[config.mk]
export PLATFORM = sky130hd
export DESIGN_NAME = rc4_stream_cipher_top
export DESIGN_NICKNAME = d
export VERILOG_FILES = /design/src/sv/rc4sc_pkg.sv /design/src/sv/rc4sc_perm_mem.sv /design/src/sv/rc4sc_ctrl.sv /design/src/sv/rc4_stream_cipher_top.sv
export SDC_FILE = /design/constraint.sdc
export NUM_CORES = 2
export LEC_CHECK = 0
export BUFFER_PORTS_ARGS = -buffer_cell sky130_fd_sc_hd__buf_2
export CAP_MARGIN = 20
export CORE_MARGIN = 2
export CORE_UTILIZATION = 40
export CTS_BUF_LIST = sky130_fd_sc_hd__clkbuf_4 sky130_fd_sc_hd__clkbuf_8
export DETAILED_ROUTE_END_ITERATION = 8
export PLACE_DENSITY = 0.51
export SKIP_CTS_REPAIR_TIMING = 1
export SYNTH_ARGS = -nofsm -noshare
export SYNTH_HDL_FRONTEND = slang
export SYNTH_SLANG_ARGS = --single-unit
[constraint.sdc]
create_clock -name clk_i -period 6.9 [get_ports clk_i]
set_clock_uncertainty 0.15 [all_clocks]
set_input_delay 0.345 -clock clk_i [delete_from_list [all_inputs] [get_ports clk_i]]
set_output_delay 0.345 -clock clk_i [all_outputs]
set_load 0.05 [all_outputs]
[src/sv/rc4sc_pkg.sv]
`timescale 1ns / 1ps
// ----------------------------------------------------------------------------
// rc4sc_pkg
// Shared types and constants of the rc4 stream cipher block.
// ----------------------------------------------------------------------------
package rc4sc_pkg;

  // table geometry
  localparam int unsigned ByteW  = 8;
  localparam int unsigned TableD = 256;
  localparam int unsigned AddrW  = 8;

  // key length register
  localparam int unsigned       KeyLenW     = 6;
  localparam logic [KeyLenW-1:0] KeyLenReset = 6'd16;

  // function codes of an input transaction
  localparam logic FUNC_REKEY   = 1'b0;
  localparam logic FUNC_ENCRYPT = 1'b1;

  // configuration register indexes
  localparam int unsigned  CfgIdxW = 3;
  localparam logic [2:0] CFG_KEY_WORD_0 = 3'd0;
  localparam logic [2:0] CFG_KEY_WORD_1 = 3'd1;
  localparam logic [2:0] CFG_KEY_WORD_2 = 3'd2;
  localparam logic [2:0] CFG_KEY_WORD_3 = 3'd3;
  localparam logic [2:0] CFG_KEY_LENGTH = 3'd4;
  localparam int unsigned CfgDataW = 64;

  // input transaction payload
  typedef struct packed {
    logic             func;
    logic [ByteW-1:0] data_in;
    logic             last_in;
  } in_t;

  // output transaction payload
  typedef struct packed {
    logic [ByteW-1:0] data_out;
    logic             last_out;
  } out_t;

  // result handed from the engine to the output register
  typedef struct packed {
    logic valid;
    out_t item;
  } res_t;

  // one access to the permutation memory
  typedef struct packed {
    logic             we;
    logic [AddrW-1:0] waddr;
    logic [ByteW-1:0] wdata;
    logic [AddrW-1:0] raddr;
  } mem_req_t;

endpackage

[src/sv/rc4sc_perm_mem.sv]
`timescale 1ns / 1ps
// ----------------------------------------------------------------------------
// rc4sc_perm_mem
// 256 x 8 permutation memory, one write and one registered read per cycle.
// ----------------------------------------------------------------------------
module rc4sc_perm_mem
  import rc4sc_pkg::*;
(
  input  logic             clk_i,
  input  mem_req_t         req_i,
  output logic [ByteW-1:0] rdata_o
);

  logic [ByteW-1:0] mem [TableD];
  logic [ByteW-1:0] rdata_q;

  // write port
  always_ff @(posedge clk_i) begin
    if (req_i.we) begin
      mem[req_i.waddr] <= req_i.wdata;
    end
  end

  // read port, registered, old data on same-cycle write
  always_ff @(posedge clk_i) begin
    rdata_q <= mem[req_i.raddr];
  end

  assign rdata_o = rdata_q;

endmodule

[src/sv/rc4sc_ctrl.sv]
`timescale 1ns / 1ps
// ----------------------------------------------------------------------------
// rc4sc_ctrl
// Sequencer for key schedule and keystream steps over the permutation memory.
// ----------------------------------------------------------------------------
module rc4sc_ctrl
  import rc4sc_pkg::*;
#(
  parameter int unsigned MAX_KEY_BYTES = 32
) (
  input  logic                                clk_i,
  input  logic                                rst_ni,
  input  logic                                in_valid_i,
  input  in_t                                 in_data_i,
  output logic                                in_stall_o,
  input  logic [MAX_KEY_BYTES-1:0][ByteW-1:0] key_i,
  input  logic [KeyLenW-1:0]                  key_len_i,
  input  logic                                out_free_i,
  output res_t                                res_o,
  output mem_req_t                            mem_req_o,
  input  logic [ByteW-1:0]                    mem_rdata_i
);

  localparam int unsigned KidxW = (MAX_KEY_BYTES > 1) ? $clog2(MAX_KEY_BYTES) : 1;

  typedef enum logic [3:0] {
    StIdle,
    StFill,
    StKRdN,
    StKRdJ,
    StKWrN,
    StKWrJ,
    StERdJ,
    StESwap,
    StEOut,
    StEHold
  } state_e;

  state_e           state_q, state_d;
  logic [AddrW-1:0] n_q, n_d;
  logic [KidxW-1:0] kidx_q, kidx_d;
  logic [AddrW-1:0] i_q, i_d;
  logic [AddrW-1:0] j_q, j_d;
  logic [ByteW-1:0] a_q, a_d;
  logic [ByteW-1:0] b_q, b_d;
  logic             hit_i_q, hit_i_d;
  logic             hit_j_q, hit_j_d;
  logic [ByteW-1:0] data_q, data_d;
  logic             last_q, last_d;
  out_t             hold_q, hold_d;

  logic [AddrW-1:0] j_ksa;
  logic [AddrW-1:0] j_prga;
  logic [AddrW-1:0] t_idx;
  logic [ByteW-1:0] ks;
  logic             kidx_wrap;

  // datapath terms
  assign j_ksa     = j_q + key_i[kidx_q] + mem_rdata_i;
  assign j_prga    = j_q + mem_rdata_i;
  assign t_idx     = a_q + mem_rdata_i;
  assign kidx_wrap = (KeyLenW'(kidx_q) + KeyLenW'(1)) == key_len_i;
  assign ks        = hit_j_q ? a_q : (hit_i_q ? b_q : mem_rdata_i);

  assign in_stall_o = (state_q != StIdle);

  // next state, memory access and result
  always_comb begin
    state_d   = state_q;
    n_d       = n_q;
    kidx_d    = kidx_q;
    i_d       = i_q;
    j_d       = j_q;
    a_d       = a_q;
    b_d       = b_q;
    hit_i_d   = hit_i_q;
    hit_j_d   = hit_j_q;
    data_d    = data_q;
    last_d    = last_q;
    hold_d    = hold_q;
    mem_req_o = '0;
    res_o     = '0;

    unique case (state_q)
      StIdle: begin
        if (in_valid_i) begin
          data_d = in_data_i.data_in;
          last_d = in_data_i.last_in;
          if (in_data_i.func == FUNC_ENCRYPT) begin
            i_d             = i_q + AddrW'(1);
            mem_req_o.raddr = i_q + AddrW'(1);
            state_d         = StERdJ;
          end else begin
            n_d     = '0;
            state_d = StFill;
          end
        end
      end
      // identity fill
      StFill: begin
        mem_req_o.we    = 1'b1;
        mem_req_o.waddr = n_q;
        mem_req_o.wdata = n_q;
        n_d             = n_q + AddrW'(1);
        if (n_q == AddrW'(TableD - 1)) begin
          kidx_d  = '0;
          j_d     = '0;
          state_d = StKRdN;
        end
      end
      // key schedule: read S[n]
      StKRdN: begin
        mem_req_o.raddr = n_q;
        state_d         = StKRdJ;
      end
      // key schedule: advance j, read S[j]
      StKRdJ: begin
        a_d             = mem_rdata_i;
        j_d             = j_ksa;
        mem_req_o.raddr = j_ksa;
        state_d         = StKWrN;
      end
      // key schedule: S[n] gets old S[j]
      StKWrN: begin
        mem_req_o.we    = 1'b1;
        mem_req_o.waddr = n_q;
        mem_req_o.wdata = mem_rdata_i;
        state_d         = StKWrJ;
      end
      // key schedule: S[j] gets old S[n], next position
      StKWrJ: begin
        mem_req_o.we    = 1'b1;
        mem_req_o.waddr = j_q;
        mem_req_o.wdata = a_q;
        n_d             = n_q + AddrW'(1);
        kidx_d          = kidx_wrap ? '0 : kidx_q + KidxW'(1);
        if (n_q == AddrW'(TableD - 1)) begin
          i_d     = '0;
          j_d     = '0;
          state_d = StIdle;
        end else begin
          state_d = StKRdN;
        end
      end
      // keystream: advance j, read S[j]
      StERdJ: begin
        a_d             = mem_rdata_i;
        j_d             = j_prga;
        mem_req_o.raddr = j_prga;
        state_d         = StESwap;
      end
      // keystream: S[i] gets old S[j], read S[t] with forwarding flags
      StESwap: begin
        b_d             = mem_rdata_i;
        mem_req_o.we    = 1'b1;
        mem_req_o.waddr = i_q;
        mem_req_o.wdata = mem_rdata_i;
        mem_req_o.raddr = t_idx;
        hit_i_d         = (t_idx == i_q);
        hit_j_d         = (t_idx == j_q);
        state_d         = StEOut;
      end
      // keystream: S[j] gets old S[i], produce result
      StEOut: begin
        mem_req_o.we    = 1'b1;
        mem_req_o.waddr = j_q;
        mem_req_o.wdata = a_q;
        hold_d.data_out = data_q ^ ks;
        hold_d.last_out = last_q;
        if (out_free_i) begin
          res_o.valid = 1'b1;
          res_o.item  = hold_d;
          state_d     = StIdle;
        end else begin
          state_d = StEHold;
        end
      end
      // result waits for the output register
      StEHold: begin
        if (out_free_i) begin
          res_o.valid = 1'b1;
          res_o.item  = hold_q;
          state_d     = StIdle;
        end
      end
      default: begin
        state_d = StIdle;
      end
    endcase
  end

  // control state
  always_ff @(posedge clk_i or negedge rst_ni) begin
    if (!rst_ni) begin
      state_q <= StIdle;
      i_q     <= '0;
      j_q     <= '0;
    end else begin
      state_q <= state_d;
      i_q     <= i_d;
      j_q     <= j_d;
    end
  end

  // working registers
  always_ff @(posedge clk_i) begin
    n_q     <= n_d;
    kidx_q  <= kidx_d;
    a_q     <= a_d;
    b_q     <= b_d;
    hit_i_q <= hit_i_d;
    hit_j_q <= hit_j_d;
    data_q  <= data_d;
    last_q  <= last_d;
    hold_q  <= hold_d;
  end

endmodule

[src/sv/rc4_stream_cipher_top.sv]
`timescale 1ns / 1ps
// ----------------------------------------------------------------------------
// rc4_stream_cipher_top
// RC4 cipher: key registers, sequencer over a 256 x 8 table, output register.
// ----------------------------------------------------------------------------
// channel   direction  handshake              payload
// in        input      in_valid_i/in_stall_o   in_t  (func, data_in, last_in)
// out       output     out_valid_o/out_stall_i out_t (data_out, last_out)
// cfg       input      cfg_valid_i/cfg_ready_o cfg_index_i, cfg_data_i
//
// an encrypt transaction reaches the output register after one state per dependent
// table read (S[i], S[j], S[t]); the next is accepted once the sequencer is idle again
// a rekey transaction keeps in_stall_o high after acceptance for 256 identity writes,
// then 4 table accesses per position
// reset clears indices and key registers (key length 16); the table is undefined
// until the first rekey; a stalled output holds one result while the sequencer waits
// ----------------------------------------------------------------------------
module rc4_stream_cipher_top
  import rc4sc_pkg::*;
#(
  parameter int unsigned MAX_KEY_BYTES = 32
) (
  input  logic                clk_i,
  input  logic                rst_ni,
  input  logic                in_valid_i,
  input  in_t                 in_data_i,
  output logic                in_stall_o,
  output logic                out_valid_o,
  output out_t                out_data_o,
  input  logic                out_stall_i,
  input  logic                cfg_valid_i,
  output logic                cfg_ready_o,
  input  logic [CfgIdxW-1:0]  cfg_index_i,
  input  logic [CfgDataW-1:0] cfg_data_i
);

  localparam logic [KeyLenW-1:0] MaxLen = KeyLenW'(MAX_KEY_BYTES);

  logic [MAX_KEY_BYTES-1:0][ByteW-1:0] key_q;
  logic [KeyLenW-1:0]                  key_len_q;
  logic [KeyLenW-1:0]                  key_len_eff;
  logic                                out_valid_q;
  out_t                                out_q;
  logic                                out_free;
  res_t                                res;
  mem_req_t                            mem_req;
  logic [ByteW-1:0]                    mem_rdata;

  assign cfg_ready_o = 1'b1;

  // configuration registers
  always_ff @(posedge clk_i or negedge rst_ni) begin
    if (!rst_ni) begin
      key_q     <= '0;
      key_len_q <= KeyLenReset;
    end else if (cfg_valid_i && cfg_ready_o) begin
      unique case (cfg_index_i) inside
        CFG_KEY_WORD_0, CFG_KEY_WORD_1, CFG_KEY_WORD_2, CFG_KEY_WORD_3: begin
          for (int b = 0; b < MAX_KEY_BYTES; b++) begin
            if (2'(b >> 3) == cfg_index_i[1:0]) begin
              key_q[b] <= cfg_data_i[ByteW*(b & 7) +: ByteW];
            end
          end
        end
        CFG_KEY_LENGTH: begin
          key_len_q <= cfg_data_i[KeyLenW-1:0];
        end
        default: begin
        end
      endcase
    end
  end

  // zero length acts as one, long keys saturate
  always_comb begin
    if (key_len_q == '0) begin
      key_len_eff = KeyLenW'(1);
    end else if (key_len_q > MaxLen) begin
      key_len_eff = MaxLen;
    end else begin
      key_len_eff = key_len_q;
    end
  end

  rc4sc_perm_mem u_perm_mem (
    .clk_i   (clk_i),
    .req_i   (mem_req),
    .rdata_o (mem_rdata)
  );

  rc4sc_ctrl #(
    .MAX_KEY_BYTES (MAX_KEY_BYTES)
  ) u_ctrl (
    .clk_i       (clk_i),
    .rst_ni      (rst_ni),
    .in_valid_i  (in_valid_i),
    .in_data_i   (in_data_i),
    .in_stall_o  (in_stall_o),
    .key_i       (key_q),
    .key_len_i   (key_len_eff),
    .out_free_i  (out_free),
    .res_o       (res),
    .mem_req_o   (mem_req),
    .mem_rdata_i (mem_rdata)
  );

  // output register
  assign out_free = !out_valid_q || !out_stall_i;

  always_ff @(posedge clk_i or negedge rst_ni) begin
    if (!rst_ni) begin
      out_valid_q <= 1'b0;
    end else if (out_free) begin
      out_valid_q <= res.valid;
    end
  end

  always_ff @(posedge clk_i) begin
    if (out_free && res.valid) begin
      out_q <= res.item;
    end
  end

  assign out_valid_o = out_valid_q;
  assign out_data_o  = out_q;

endmodule

# ---- Yosys cells after proc, flatten, opt, wreduce, memory -nomap -nowiden
# Memory sizes are Yosys's and may differ from the RTL's. A register that Yosys moved wholly into a read port is not among the register bits.
# Index checks and enable logic that the tools add are counted.
dict set report word_totals {
  in_bits 82
  register_bits 341
  wordCells 149
  mem_bits_rw 2048
  memories 1
}
dict set report op_classes {
  n_addsub 8
  n_mux 33
  eq_ne 27
  n_reduce_logical 28
  order_cmp 2
  n_bitwise 1
}
# name words word_bits read_ports rd_ports_with_merged_regs write_ports line_no
set memory_table {}
lappend memory_table {u_perm_mem.mem 256 8 1 1 1 rc4sc_perm_mem.sv:14} ;# logic [ByteW-1:0] mem [TableD];
# cell n
set ops {}
lappend ops {{$mux W8} 10}
lappend ops {{$pmux W17 S4} 1}
lappend ops {{$bmux W8 S5} 1}
lappend ops {{$pmux W4 S10} 1}
lappend ops {{$pmux W8 S5} 1}
lappend ops {{$add A8 B8 Y8} 4}
lappend ops {{$pmux W8 S2} 2}
lappend ops {{$pmux W8 S3} 1}
lappend ops {{$mux W10} 2}
lappend ops {{$pmux W10 S2} 1}
lappend ops {{$reduce_and A3 Y1} 6}
lappend ops {{$add A8 B1 Y8 const B} 2}
lappend ops {{$eq A4 B3 Y1 const B} 4}
lappend ops {{$eq A8 B8 Y1} 2}
lappend ops {{$mux W4} 4}
lappend ops {{$mux W6} 2}
lappend ops {{$mux W5} 2}
lappend ops {{$pmux W5 S2} 1}
lappend ops {{$eq A4 B2 Y1 const B} 2}
lappend ops {{$eq A4 B4 Y1 const B} 2}
lappend ops {{$eq A8 B8 Y1 const B} 1}
lappend ops {{$ne A2 B2 Y1 const B} 4}
lappend ops {{$reduce_and A2 Y1} 4}
lappend ops {{$xor A8 B8 Y8} 1}
lappend ops {{other kinds (28)} 38}

# ---- Logic depth before layout (Yosys ltp)
dict set report depth {
  depth_word 6
  mapped_depth 24
  ltp_nobuf 17
}

# ---- Cells and area by module
# Synthesis repeated with hierarchy kept, for this count alone.
dict set report unflattened {
  cells_unflattened 4925
  hier_area_um2 97468.5
}
# module cells_per_inst n_inst area_per_inst_um2 seq_area_each_um2
set modules_own_cells {}
lappend modules_own_cells {rc4sc_perm_mem 3733 1 79556.3 61659.1}
lappend modules_own_cells {rc4_stream_cipher_top 581 1 11061.9 6852.8}
lappend modules_own_cells {rc4sc_ctrl 611 1 6850.3 1971.9}

# ---- Worst setup path before layout
# Ideal clock, no wire load.
dict set report synth_path {
  kind {flip-flop to flip-flop}
  from {register u_ctrl.kidx_q[0]}
  to {register u_perm_mem.rdata_q[2] (netlist: u_perm_mem.rdata_o[2]) (read register of u_perm_mem.mem)}
  synth_period_minus_slack_ns 6.128
  t_required_ns 6.610
  path_stages_with_launch 22
  t_arrival_ns 5.839
  n_path_buf 6
  setup_ns 0.140
  path_slack_ns 0.772
  cell_sequence {edfxtp_1 buf_6 buf_6 buf_1 mux4_2 mux4_2 mux2_2 fa_1 ha_1 fa_1 mux2i_1 o22ai_1 or3_1 buf_2 nor2_1 clkbuf_1 buf_2 a32oi_1 a311oi_1 nor3_1 a211oi_1 nand4_1}
}
dict set report synth_between {
  elab_chain_cells 5
}
# element line_no
set synth_rtl {}
lappend synth_rtl {{start: declaration} rc4sc_ctrl.sv:41} ;# logic [KidxW-1:0] kidx_q, kidx_d;
lappend synth_rtl {{start signal: assignment} rc4sc_ctrl.sv:208} ;# kidx_q <= kidx_d;
lappend synth_rtl {{$bmux W8 S5} rc4sc_ctrl.sv:59} ;# assign j_ksa = j_q + key_i[kidx_q] + mem_rdata_i;
lappend synth_rtl {{$mux W8 (implied by the code)} rc4sc_ctrl.sv:59}
lappend synth_rtl {{$add A8 B8 Y8 (2 in a row)} rc4sc_ctrl.sv:59}
lappend synth_rtl {{$pmux W8 S5} rc4sc_ctrl.sv:84} ;# unique case (state_q)
lappend synth_rtl {{end: declaration} rc4sc_perm_mem.sv:15} ;# logic [ByteW-1:0] rdata_q;
# Every way passes these cells. The select of a mux whose other input is x is not followed.
# A chain may end at the register's enable or synchronous reset.

# ---- Worst setup path in the final report
dict set report layout_path {
  from {register u_ctrl.kidx_q[0]}
  to {register u_perm_mem.rdata_q[1] (netlist: u_perm_mem.rdata_o[1]) (read register of u_perm_mem.mem)}
}
# Same word-level chain as after synthesis.

==> run metrics <==
count of final max-slew check failures 0; Crit path required time 7.74 ns; cell class contributing the biggest share of worst-path delay simple AND/OR/NAND/NOR gates; fraction of registers with async set/reset 11.8%; total clock buffers created by CTS 415; CTS tree done; overall routing resource usage 25.4%; endpoint of the most critical register-to-register path u_perm_mem.rdata_o[1]; most area-consuming cells after synthesis edfxtp_1 64%, dfrtp_1 7.1%, nand2_1 6.3%; top library cells by usage in the layout, fill and taps aside 2106 x edfxtp_1, 1636 x nand2_1, 476 x nand3_1; Routed Wire Length 327 mm; time the final worst path needs with I/O delays and setup 6.95 ns; failing checks negative hold slack, negative setup slack; antenna violations before repair 19; die span in x 501 microns; classification of the worst-slack hold path input pin to flip-flop; number of input and output port buffers inserted 92; pin count of the biggest net entering global routing 172; maximum buffer depth of the clock tree 4; vias in the first global route 63600; drt initial violations 7390; end of the critical path u_perm_mem.rdata_o[1]; number of synthesized flops with an enable pin 2106; most instantiated flip-flop cell in the synthesis netlist edfxtp_1; biggest cell delay along the critical path 0.81 ns; Crit Path Class flip-flop to flip-flop; number of iterations in the first detailed-routing pass 8; initial core utilization 40.2%; tightest hold margin -0.00200 ns; Max Cap Viol 0; cells after synthesis 7318; number of distinct library cells after synthesis 89; warning count from the yosys run 0; Synth-to-Final Area Change 15.7%; launching element type of the critical path flip-flop; flop2flop setup slack -0.05 ns; Setup-failing EPs final 1; setup TNS after final layout -0.0492 ns; clock root buffer clkbuf_8; critical-path maximum fanout 30; crit path capture type flip-flop; Vias 66100; Hold Violations, Final 1; vias per cell 5.83; depth of the critical timing path with buffers and inverters included 17; master of the slowest instance on the critical path nor4_2; setup repair after global routing missed its margin yes; combined buffer and inverter count along the critical path 2; weighted congestion reported at the end of routability-driven placement 0.877; number of placed I/O pins 94; number of synthesized register bits 2397; Setup WS pre-CTS -0.920 ns; sequential share of the synthesized area 71.3%; H-tree levels 5; clock transition at the register clock pins on the worst setup and hold paths after CTS 0.06 ns; Slew @ Worst Pin 1.19 ns; worst max-slew margin expressed relative to the limit 20.5%; die outline height 501 microns; total overflow reported by the global router 0; core region area 246000 sq um; most common library cell in the layout ignoring fill and taps edfxtp_1; Worst-Skew Late Latency 1.12 ns; number of core rows 182; run status finished with violations; number of nets in the layout 7935; leading area contributor after synthesis edfxtp_1; Post-Synthesis Net Count 7433; R2R Path Start u_ctrl.kidx_q[0]; total die area 251000 sq um; worst setup path startpoint u_ctrl.kidx_q[0]; Avg WL per Cell 28.9 microns; Post-DRT Antenna Nets 0; WP data arrival 7.79 ns; Max Freq 144 MHz; share of the synthesized area in the top cell type 64.0%; fraction of the cycle the final worst path needs 101%; Syn Area/Cell 13.5 sq um; Clock Sink Count 2397; remaining design rule violation count 0; final worst slack -0.0492 ns; wire length of the first global-routing pass 467 mm; Netlist Area Pre-Place 98800 sq um; dpl hpwl 199 mm; fraction of final layout cells with drive strength greater than 1 18.5%; cells on worst reg2reg path 17; critical path, cell by cell buf_12, mux4_2, mux4_2, mux2_2, fa_1, ha_1, fa_1, a211oi_1, nor3b_1, or3_1, o211ai_1, or2_2, buf_12, nand2_1, nor4_2, o31ai_2, and4_1
==> cell type report <==
| cell class | instances | area (sq um) |
|---|---|---|
| repair buffers | 599 | 5590 |
| inverters | 23 | 146 |
| fillers | 21900 | 131000 |
| multi-input cells | 4384 | 26300 |
| well taps | 3220 | 4030 |
| clock buffers | 576 | 7060 |
| diodes | 12 | 30.0 |
| flip-flops and latches | 2397 | 70500 |
| clock inverters | 130 | 696 |
==> cell families (layout without fill, tap and decap cells) <==
kind of cell	Yosys count	after routing	synth area share (%)
other	1	13	0.00380
adder cells (fa/ha/maj)	33	33	0.494
buffers and inverters	537	1328	2.34
flip-flops	2397	2397	71.3
XOR/XNOR	57	57	0.505
AO/OA/AOI/OAI	1043	1043	7.30
AND/OR/NAND/NOR	2805	2805	12.2
multiplexers	445	445	5.86
==> flip-flops by register name, indices dropped and copies added, names as in the netlist, 8 cells and up <==
name / flops
u_ctrl.a_q: 8
u_ctrl.n_q: 8
key_q: 256
u_perm_mem.mem: 2048
out_data_o: 9
u_ctrl.data_q: 8
u_ctrl.hold_q: 9
u_perm_mem.rdata_o: 8
u_ctrl.i_q: 8
u_ctrl.j_q: 8
u_ctrl.b_q: 8
==> Yosys cell counts, types with 44 or more instances <==
library cell and n:
a211oi_1 83, buf_1 97, dfrtp_1 282, buf_2 215, a311oi_1 142, mux2_2 271
mux2i_1 94, clkbuf_1 196, nand2_1 1653, mux4_2 80, a221oi_1 103, nand4_1 44
edfxtp_1 2106, a21oi_1 294, a31oi_1 105, a32oi_1 57, nor2_1 339, nand3_1 476
and3_1 161, o21ai_0 94
==> how the worst min path moves through the flow <==
stage	startpoint	endpoint	depth (start not counted)
3_3_place_gp	u_ctrl.last_q	u_ctrl.hold_q[0]	0
4_1_cts	rst_ni	key_q[240]	1
6_report	out_stall_i	out_valid_o	4
2_1_floorplan	rst_ni	key_len_q[0]	0
5_1_grt	out_stall_i	out_valid_o	4
3_5_place_dp	u_ctrl.last_q	u_ctrl.hold_q[0]	0
==> worst register-to-register path: stages (launching register included) <==
cell      delay [ns]
edfxtp_1        0.40
buf_12          0.25
mux4_2          0.57
mux4_2          0.48
mux2_2          0.33
fa_1            0.45
ha_1            0.25
fa_1            0.48
a211oi_1        0.30
nor3b_1         0.14
or3_1           0.41
o211ai_1        0.19
or2_2           0.44
buf_12          0.32
nand2_1         0.36
nor4_2          0.81
o31ai_2         0.26
and4_1          0.27
==> through the flow <==
stage / instance area, sq um / hold slack, ns / instances / util [%]
6_report: 114000 / -0.00200 / 11300 / 46.5
5_1_grt: 114000 / -0.0173 / 11300 / 46.5
4_1_cts: 113000 / -0.845 / 11200 / 45.8
3_5_place_dp: 105000 / 0.305 / 10500 / 42.6
3_3_place_gp: 105000 / 0.287 / 10500 / 42.6
2_1_floorplan: 98800 / -0.101 / 7318 / -
==> per-layer routing <==
| layer | track usage, % | up-vias | wire [microns] |
|---|---|---|---|
| met4 | 9.37 | 10 | 12700 |
| met3 | 4.57 | 648 | 26000 |
| met1 | 35.1 | 33900 | 136000 |
| met2 | 40.2 | 3016 | 153000 |
| li1 | - | 28600 | - |
| met5 | 0 | - | 66 |
Power is not shown: default switching activity piles up to over one toggle a cycle in this logic, so the estimate is an artifact.
